[src/sv/ssd64_pkg.sv]
// ----------------------------------------------------------------------------
// Shift-subtract divider package
// Widths, controller states and the command and status types of the divider.
// ----------------------------------------------------------------------------
package ssd64_pkg;

    localparam int DATA_WIDTH  = 64;
    localparam int FIELD_W     = 64;
    localparam int CNT_W       = $clog2(DATA_WIDTH);
    localparam int TDATA_IN_W  = ((2 * FIELD_W + 7) / 8) * 8;
    localparam int TDATA_OUT_W = ((2 * FIELD_W + 7) / 8) * 8;

    typedef enum logic [1:0] {
        ST_IDLE,
        ST_CALC,
        ST_FIX
    } t_state;

    typedef struct packed {
        logic load;
        logic step;
        logic fix;
    } t_dp_cmd;

    typedef struct packed {
        logic last_step;
    } t_dp_sts;

endpackage

[src/sv/ssd64_ctrl.sv]
// ----------------------------------------------------------------------------
// Shift-subtract divider controller
// Sequences operand load, the bit steps and the sign fix, and owns the
// valid flag of the output register.
// ----------------------------------------------------------------------------
module ssd64_ctrl (
    input  logic               i_clk,
    input  logic               i_rst_n,
    input  logic               s_axis_tvalid,
    output logic               s_axis_tready,
    output logic               m_axis_tvalid,
    input  logic               m_axis_tready,
    input  ssd64_pkg::t_dp_sts i_sts,
    output ssd64_pkg::t_dp_cmd o_cmd
);
    import ssd64_pkg::*;

    t_state r_state;
    t_state n_state;
    logic   r_out_valid;
    logic   n_out_valid;
    logic   out_free;

    assign out_free = !r_out_valid || m_axis_tready;

    always_comb begin
        n_state = r_state;
        unique case (r_state)
            ST_IDLE: begin
                if (s_axis_tvalid) begin
                    n_state = ST_CALC;
                end
            end
            ST_CALC: begin
                if (i_sts.last_step) begin
                    n_state = ST_FIX;
                end
            end
            ST_FIX: begin
                if (out_free) begin
                    n_state = ST_IDLE;
                end
            end
            default: n_state = ST_IDLE;
        endcase
    end

    always_comb begin
        o_cmd         = '0;
        s_axis_tready = 1'b0;
        unique case (r_state)
            ST_IDLE: begin
                s_axis_tready = 1'b1;
                o_cmd.load    = s_axis_tvalid;
            end
            ST_CALC: begin
                o_cmd.step = 1'b1;
            end
            ST_FIX: begin
                o_cmd.fix = out_free;
            end
            default: o_cmd = '0;
        endcase
    end

    always_comb begin
        n_out_valid = r_out_valid;
        if (o_cmd.fix) begin
            n_out_valid = 1'b1;
        end else if (m_axis_tready) begin
            n_out_valid = 1'b0;
        end
    end

    assign m_axis_tvalid = r_out_valid;

    always_ff @(posedge i_clk) begin
        if (!i_rst_n) begin
            r_state     <= ST_IDLE;
            r_out_valid <= 1'b0;
        end else begin
            r_state     <= n_state;
            r_out_valid <= n_out_valid;
        end
    end

endmodule

[src/sv/ssd64_dpath.sv]
// ----------------------------------------------------------------------------
// Shift-subtract divider datapath
// Operand magnitudes, the restoring divide step, the bit counter, the sign
// fix and the output register.
// ----------------------------------------------------------------------------
module ssd64_dpath (
    input  logic                              i_clk,
    input  logic                              i_rst_n,
    input  ssd64_pkg::t_dp_cmd                i_cmd,
    output ssd64_pkg::t_dp_sts                o_sts,
    input  logic [ssd64_pkg::TDATA_IN_W-1:0]  s_axis_tdata,
    input  logic                              s_axis_tuser,
    output logic [ssd64_pkg::TDATA_OUT_W-1:0] m_axis_tdata,
    output logic                              m_axis_tuser
);
    import ssd64_pkg::*;

    logic [DATA_WIDTH-1:0] in_dividend;
    logic [DATA_WIDTH-1:0] in_divisor;
    logic                  in_n_neg;
    logic                  in_d_neg;
    logic [DATA_WIDTH:0]   shifted;
    logic [DATA_WIDTH+1:0] diff;
    logic                  fits;

    logic [DATA_WIDTH-1:0] r_rem;
    logic [DATA_WIDTH-1:0] r_quo;
    logic [DATA_WIDTH-1:0] r_div;
    logic                  r_n_neg;
    logic                  r_q_neg;
    logic                  r_dbz;
    logic [CNT_W-1:0]      r_cnt;
    logic [DATA_WIDTH-1:0] r_out_quo;
    logic [DATA_WIDTH-1:0] r_out_rem;
    logic                  r_out_dbz;

    logic [DATA_WIDTH-1:0] n_rem;
    logic [DATA_WIDTH-1:0] n_quo;
    logic [CNT_W-1:0]      n_cnt;
    logic [DATA_WIDTH-1:0] n_out_quo;
    logic [DATA_WIDTH-1:0] n_out_rem;

    assign in_dividend = s_axis_tdata[DATA_WIDTH-1:0];
    assign in_divisor  = s_axis_tdata[FIELD_W +: DATA_WIDTH];
    assign in_n_neg    = s_axis_tuser && in_dividend[DATA_WIDTH-1];
    assign in_d_neg    = s_axis_tuser && in_divisor[DATA_WIDTH-1];

    assign shifted = {r_rem, r_quo[DATA_WIDTH-1]};
    assign diff    = {1'b0, shifted} - {2'b00, r_div};
    assign fits    = !diff[DATA_WIDTH+1];

    always_comb begin
        n_rem = r_rem;
        n_quo = r_quo;
        n_cnt = r_cnt;
        if (i_cmd.load) begin
            n_rem = '0;
            n_quo = in_n_neg ? (~in_dividend + 1'b1) : in_dividend;
            n_cnt = CNT_W'(DATA_WIDTH - 1);
        end else if (i_cmd.step) begin
            n_rem = fits ? diff[DATA_WIDTH-1:0] : shifted[DATA_WIDTH-1:0];
            n_quo = {r_quo[DATA_WIDTH-2:0], fits};
            n_cnt = r_cnt - 1'b1;
        end
    end

    always_comb begin
        n_out_quo = r_q_neg ? (~r_quo + 1'b1) : r_quo;
        n_out_rem = r_n_neg ? (~r_rem + 1'b1) : r_rem;
        if (r_dbz) begin
            n_out_quo = '0;
            n_out_rem = '0;
        end
    end

    assign o_sts.last_step = (r_cnt == '0);

    always_ff @(posedge i_clk) begin
        if (!i_rst_n) begin
            r_cnt <= '0;
        end else begin
            r_cnt <= n_cnt;
        end
    end

    always_ff @(posedge i_clk) begin
        r_rem <= n_rem;
        r_quo <= n_quo;
        if (i_cmd.load) begin
            r_div   <= in_d_neg ? (~in_divisor + 1'b1) : in_divisor;
            r_n_neg <= in_n_neg;
            r_q_neg <= in_n_neg ^ in_d_neg;
            r_dbz   <= (in_divisor == '0);
        end
        if (i_cmd.fix) begin
            r_out_quo <= n_out_quo;
            r_out_rem <= n_out_rem;
            r_out_dbz <= r_dbz;
        end
    end

    assign m_axis_tdata = TDATA_OUT_W'({FIELD_W'(r_out_rem), FIELD_W'(r_out_quo)});
    assign m_axis_tuser = r_out_dbz;

endmodule

[src/sv/shift_subtract_divider_64.sv]
// Operation: the input transfer loads the operand magnitudes, then come 64 restoring
// steps (one quotient bit each through a single shared subtractor) and a sign fix
// step, which waits while the output register holds a result not yet taken.
// Operands are taken only in the idle state, after the sign fix; a finished result
// may wait in the output register while the next operands are accepted.
// Reset: synchronous, active low; clears the controller and the output valid.
// ----------------------------------------------------------------------------
// Shift-subtract divider, top level
// Signed and unsigned restoring divider returning quotient, remainder and a
// divide-by-zero flag.
// ----------------------------------------------------------------------------
module shift_subtract_divider_64 (
    input  logic                              i_clk,
    input  logic                              i_rst_n,
    input  logic                              s_axis_tvalid,
    output logic                              s_axis_tready,
    // Fields from bit 0: dividend[63:0], divisor[127:64].
    input  logic [ssd64_pkg::TDATA_IN_W-1:0]  s_axis_tdata,
    // Fields from bit 0: func (0 unsigned, 1 signed).
    input  logic                              s_axis_tuser,
    output logic                              m_axis_tvalid,
    input  logic                              m_axis_tready,
    // Fields from bit 0: quotient[63:0], remainder[127:64].
    output logic [ssd64_pkg::TDATA_OUT_W-1:0] m_axis_tdata,
    // Fields from bit 0: divide_by_zero.
    output logic                              m_axis_tuser
);
    import ssd64_pkg::*;

    t_dp_cmd dp_cmd;
    t_dp_sts dp_sts;

    ssd64_ctrl u_ctrl (
        .i_clk         (i_clk),
        .i_rst_n       (i_rst_n),
        .s_axis_tvalid (s_axis_tvalid),
        .s_axis_tready (s_axis_tready),
        .m_axis_tvalid (m_axis_tvalid),
        .m_axis_tready (m_axis_tready),
        .i_sts         (dp_sts),
        .o_cmd         (dp_cmd)
    );

    ssd64_dpath u_dpath (
        .i_clk        (i_clk),
        .i_rst_n      (i_rst_n),
        .i_cmd        (dp_cmd),
        .o_sts        (dp_sts),
        .s_axis_tdata (s_axis_tdata),
        .s_axis_tuser (s_axis_tuser),
        .m_axis_tdata (m_axis_tdata),
        .m_axis_tuser (m_axis_tuser)
    );

endmodule

[config.mk]
export PLATFORM = sky130hd
export DESIGN_NAME = shift_subtract_divider_64
export DESIGN_NICKNAME = d
export VERILOG_FILES = /design/src/sv/ssd64_pkg.sv /design/src/sv/ssd64_ctrl.sv /design/src/sv/ssd64_dpath.sv /design/src/sv/shift_subtract_divider_64.sv
export SDC_FILE = /design/constraint.sdc
export NUM_CORES = 1
export LEC_CHECK = 0
export BUFFER_PORTS_ARGS = -buffer_cell sky130_fd_sc_hd__buf_2
export CORE_ASPECT_RATIO = 0.75
export CORE_MARGIN = 5
export CORE_UTILIZATION = 46
export CTS_CLUSTER_SIZE = 24
export DETAILED_ROUTE_END_ITERATION = 6
export PLACE_DENSITY_LB_ADDON = 0.3
export REMOVE_ABC_BUFFERS = 1
export SYNTH_ARGS = -nofsm -noshare
export SYNTH_HDL_FRONTEND = slang
export SYNTH_SLANG_ARGS = --single-unit
[constraint.sdc]
create_clock -name i_clk -period 17.2 [get_ports i_clk]
set_input_delay 1.72 -clock i_clk [delete_from_list [all_inputs] [get_ports i_clk]]
set_output_delay 1.72 -clock i_clk [all_outputs]
set_load 0.02 [all_outputs]
==> impl_metrics.yaml, run 1 <==
critical_path:
  critical_path_class: "in -> reg"
  cp_num_buf_inv: 1
  start_kind: "input pin"
  endpoint_kind: "flip-flop"
  slowest_stage: "nor3b_1"
  ff2ff_setup_slack_ps: 12330
  worstPathMaxFanout: 7
  cp_top_family: "simple AND/OR/NAND/NOR gates"
  crit_chain: "buf_2 > nor3_1 > nand2_1 > nor4_1 > and3_1 > and2_1 > nor3b_1 > nor3b_1 > nand3b_1 > o41ai_1 > xor2_1 > o21ai_0"
  cp_common_cell: "nor3b_1"
  slowest_delay_ps: 590
  cp.required_ps: 17450
  critPathArrivalTime_ps: 5470
finish:
  final_common_cell: "buf_2"
  fin_cells: 3105
  n_fill_cell: 4050
  final_cell_mix: "buf_2, edfxtp_1, nor2_1"
  num-nets-final: 2689
  syn_to_final_growth_pct: 14.98
  drive_above_1_share: 0.1484
  utilization: 0.5371
detailed_routing:
  dr.pass1.iters: 5
  final_antenna_net_count: 0
  wl_per_cell_um: 19.77
  vias_per_cell: 5.727
  finalWirelength_um: 61400
  vias: 17780
  drt_iter0_markers: 1657
  drc_errors: 0
floorplan:
  ios: 264
  row_count: 67
  die-area_um2: 49960
  dieWidth_um: 256.4
  core_um2: 44850
  start_util: 0.4672
  chipHeight_um: 194.8
timing:
  rsz0062_at_grt: "no"
  finalSetupViolCount: 0
  drv_slew: 0
  hold_viol_final: 0
  relSlewSlack: 0.2289
  whs_ps: 538.8
  final.min_clock_period_ps: 5222
  tightest_slew_ps: 1157
  finalCritPeriodShare: 0.3036
  tns_ps: 0
  skew_ps: 10.98
  fmax_mhz: 191.5
clock_tree:
  clkTransAtPathRegs_ps: 60
  clockBufferDepth: 3
  ctsRootBufferMaster: "clkbuf_16"
  htreeDepth: 2
  worstSkewPairLatency_ps: 540
  cts_setup_buffers: 0
  cts_hold_buf: 0
  clkSinkCount: 333
  cts_resized: 0
  cts_tree: "built"
  numCtsBuffers: 38
synthesis:
  synth-seq-area-share: 0.4424
  ys_ff_latch: 333
  synthArstFlopShare: 0
  ys_types: 63
  netlist_instances: 2267
  synth_edf_count: 260
  yosysWarnings: 0
  syn-cell-area_um2: 20950
  yosys_most_used_dff: "edfxtp_1"
  avgSynthCellArea_um2: 9.242
place:
  gp_congestion: 0.9472
  portBuffers: 263
  placed_cells: 3031
  dpl.hpwl_um: 44530
global_route:
  grt_max_degree: 109
  track_usage: 0.2348
  gr-total-overflow: 0
  antenna_found_initial: 9
  grt_pass1_vias: 17090
  grt_pass1_wl_um: 95700
power:
  irDropWorstVdd_mv: 0.07558
  leakagePower_nw: 9.720
  total_power_mw: 3.266
  powerDensity_nw_per_um2: 135.6
run_status:
  status: "finished clean"
job:
  drv_cap: 0
hold_path:
  hp-class: "reg -> reg"
-- worst min-delay path: cells and delay by family, from the launching register on --
family / cells / cell delay [ps]
AO/OA/AOI/OAI: 1 / 70
flip-flops: 1 / 350
AND/OR/NAND/NOR: 1 / 70
-- worst paths after layout --
kind,from,endpoint,cells past startpoint
setup / recovery,s_axis_tdata[6],u_dpath.r_quo[49],12
hold / removal,u_dpath.r_rem[31],u_dpath.r_rem[31],2
setup reg to reg,u_dpath.r_quo[20],u_dpath.r_out_quo[59],10
hold reg to reg,u_dpath.r_rem[31],u_dpath.r_rem[31],2
-- metal layers --
| layer | up-vias | global-route usage | wire (µm) |
|---|---|---|---|
| met5 | - | 0 | 9 |
| met4 | 2 | 0.06479 | 1469 |
| met3 | 96 | 0.03671 | 3680 |
| met2 | 562 | 0.3538 | 26630 |
| met1 | 8519 | 0.3524 | 29620 |
| li1 | 8602 | - | - |
-- power by group --
group | internal, mW | switching (mW) | total, mW
Clock | 0.510 | 0.344 | 0.853
Combinational | 0.480 | 0.760 | 1.24
Sequential | 1.02 | 0.153 | 1.17
Total | 2.01 | 1.26 | 3.27
-- layout make-up --
cell class / count / area, µm² / share of cell area
Sequential cell: 333 / 9269 / 0.3848
Timing Repair Buffer: 279 / 1436 / 0.05963
Antenna cell: 5 / 12.51 / 0.0005194
Clock inverter: 15 / 191.4 / 0.007947
Tap cell: 586 / 733.2 / 0.03044
Multi-Input combinational cell: 1729 / 10950 / 0.4546
Inverter: 104 / 391.6 / 0.01626
Clock buffer: 54 / 1104 / 0.04581
-- logic make-up (layout without fill, tap and decap cells) --
| group | after synthesis | after routing | synth area share |
|---|---|---|---|
| simple gates | 711 | 711 | 0.1579 |
| compound gates | 613 | 613 | 0.1790 |
| flops | 333 | 333 | 0.4424 |
| xor+xnor | 309 | 309 | 0.1292 |
| buf+inv | 205 | 452 | 0.03673 |
| fa+ha+maj | 71 | 71 | 0.04276 |
| mux | 25 | 25 | 0.01200 |
| other cells | 0 | 5 | 0 |
-- state kept, by name (all words and copies together) (netlist names) --
register	cells
u_dpath.r_q_neg	1
u_dpath.r_rem	64
u_dpath.r_div	64
u_dpath.r_out_quo	64
u_dpath.r_dbz	1
u_dpath.r_quo	64
u_ctrl.m_axis_tvalid	1
u_dpath.r_out_rem	64
u_dpath.r_n_neg	1
u_ctrl.r_state	2
u_dpath.m_axis_tuser	1
u_dpath.r_cnt	6
-- per-stage QoR --
stage               worst slack [ps]  instance area, µm²
finish                         11980               24090
global route                   11620               24090
floorplan                       7354               20570
detailed placement             11500               22780
CTS                            12090               24080
global placement               11600               22780
-- cell usage after synthesis (38+ instances only) --
cell type  instances  area share
inv_1            103       0.018
a21oi_1          149       0.036
xnor2_1           91       0.038
clkbuf_1          99       0.018
xor2_1           218       0.091
dfxtp_1           73       0.070
edfxtp_1         260        0.37
o21ai_0          221       0.053
ha_1              70       0.042
nor2_1           256       0.046
or3_1             38       0.011
o31ai_1           58       0.021
nand2_1          211       0.038
Power figures use the tool's default switching activity.
==> run 2, diff against run 1 <==
Clock period 17.2 ns to 5 ns, I/O delays scaled along.
==> impl_metrics.yaml, run 2 (synthesis gave the netlist of run 1 again) <==
run_status:
  status: "finished clean"
place:
  portBuffers: 263
  dpl.hpwl_um: 44600
  placed_cell_area_um2: 22900
  gp_congestion: 0.9634
power:
  p_seq_frac: 0.354
  total_power_mw: 11.38
  switching_share: 0.3823
  p_clk_frac: 0.269
  p_sw_mw: 4.351
  irDropWorstVdd_mv: 0.2612
  leakagePower_nw: 9.806
  p_int_mw: 7.030
  powerDensity_nw_per_um2: 469.2
  pwr-share-comb: 0.377
floorplan:
  ios: 264
  start_util: 0.4672
  chipHeight_um: 194.8
  row_count: 67
  die-area_um2: 49960
  core_um2: 44850
  dieWidth_um: 256.4
clock_tree:
  cts_resized: 0
  cts_tree: "built"
  htreeDepth: 2
  clockBufferDepth: 3
  clkTransAtPathRegs_ps: 60
  cts_setup_buffers: 0
  worstSkewPairLatency_ps: 560
  clkSinkCount: 333
  cts_hold_buf: 0
  numCtsBuffers: 38
  ctsRootBufferMaster: "clkbuf_16"
critical_path:
  endpoint: "u_dpath.r_out_rem[55]"
  endpoint_kind: "flip-flop"
  setup.worst_path.start: "u_dpath.r_rem[6]"
  r2r-start: "u_dpath.r_rem[6]"
  critPathArrivalTime_ps: 4920
  ff2ff_setup_slack_ps: 350
  worstPathMaxFanout: 8
  start_kind: "flip-flop"
  cp.required_ps: 5270
  reg2reg_depth: 11
  r2r-end: "u_dpath.r_out_rem[55]"
  critical_path_class: "reg -> reg"
detailed_routing:
  final_antenna_net_count: 0
  drc_errors: 0
  drt_iter0_markers: 1546
  vias: 17910
  vias_per_cell: 5.748
  dr.pass1.iters: 7
  finalWirelength_um: 60400
  wl_per_cell_um: 19.38
timing:
  skew_ps: 22.03
  rsz0062_at_grt: "no"
  relSlewSlack: 0.2165
  hold_viol_final: 0
  whs_ps: 180.7
  final.min_clock_period_ps: 4648
  finalSetupViolCount: 0
  drv_slew: 0
  tightest_slew_ps: 1175
  finalCritPeriodShare: 0.9296
  fmax_mhz: 215.1
global_route:
  antenna_found_initial: 4
  grt_pass1_vias: 17110
  grt_pass1_wl_um: 95320
  track_usage: 0.2329
  gr-total-overflow: 0
  grt_max_degree: 126
finish:
  n_fill_cell: 4029
  syn_to_final_growth_pct: 15.77
  seq_area_um2: 9269
  multi_input_area_um2: 10950
  utilization: 0.5408
  drive_above_1_share: 0.1524
  final_cell_mix: "buf_2, edfxtp_1, nor2_1"
  num-nets-final: 2701
  finish.instance_area_um2: 24250
  final_common_cell: "buf_2"
job:
  drv_cap: 0
hold_path:
  hp-class: "in -> reg"
-- run 2: stage by stage --
| stage | TNS [ps] | cells | setup slack [ps] |
|---|---|---|---|
| after global placement | 0 | 3043 | 469.8 |
| after floorplan | -586740 | 2166 | -3635 |
| after CTS | 0 | 3113 | 391.3 |
| after global routing | 0 | 3115 | 241.3 |
| final | 0 | 3116 | 351.8 |
| after detailed placement | 0 | 3043 | 419.5 |
-- run 2: worst min-delay path by stage --
stage / start / slack [ps] / endpoint / cells past startpoint
2_1_floorplan: u_dpath.r_rem[31] / 490 / u_dpath.r_rem[31] / 2
3_3_place_gp: u_dpath.r_rem[31] / 510 / u_dpath.r_rem[31] / 2
3_5_place_dp: u_dpath.r_rem[31] / 510 / u_dpath.r_rem[31] / 2
4_1_cts: s_axis_tdata[64] / 150 / u_dpath.r_div[0] / 1
5_1_grt: s_axis_tdata[64] / 170 / u_dpath.r_div[0] / 1
6_report: s_axis_tdata[64] / 180 / u_dpath.r_div[0] / 1
-- run 2: area by class of cell --
type                       count  area share
inverter                     104     0.01615
timing repair buffer         291     0.06397
sequential                   333      0.3822
multi-input combinational   1729      0.4515
tap                          586     0.03023
antenna                        3   0.0003095
clock inverter                17     0.01109
clock buffer                  53     0.04457
-- run 2: worst max-delay path, cell delays in order (launching register included) --
cell and delay [ps]:
dfxtp_1 380, or4_4 580, or4_4 440, or4_4 600
or2_4 310, or3_4 360, or4_4 440, or4_4 460
or2_4 280, o41ai_2 280, xor2_1 190, nor2_1 50
-- run 2: per-layer routing --
layer | global-route usage | wire, µm | share of wire | vias up
li1 | - | - | - | 8624
met1 | 0.3461 | 28140 | 0.47 | 8516
met2 | 0.3571 | 26620 | 0.44 | 672
met3 | 0.03567 | 4200 | 0.070 | 96
met4 | 0.06141 | 1428 | 0.024 | 2
met5 | 0 | 13 | 0.00022 | -
-- run 2: power groups by stage --
stage / Sequential (mW) / Combinational [mW] / Clock (mW)
2_1_floorplan: 3.97 / 3.10 / 0
3_3_place_gp: 4.04 / 4.15 / 0
3_5_place_dp: 4.07 / 4.20 / 0
4_1_cts: 4.01 / 4.24 / 3.11
5_1_grt: 4.09 / 4.74 / 3.24
6_report: 4.03 / 4.29 / 3.06
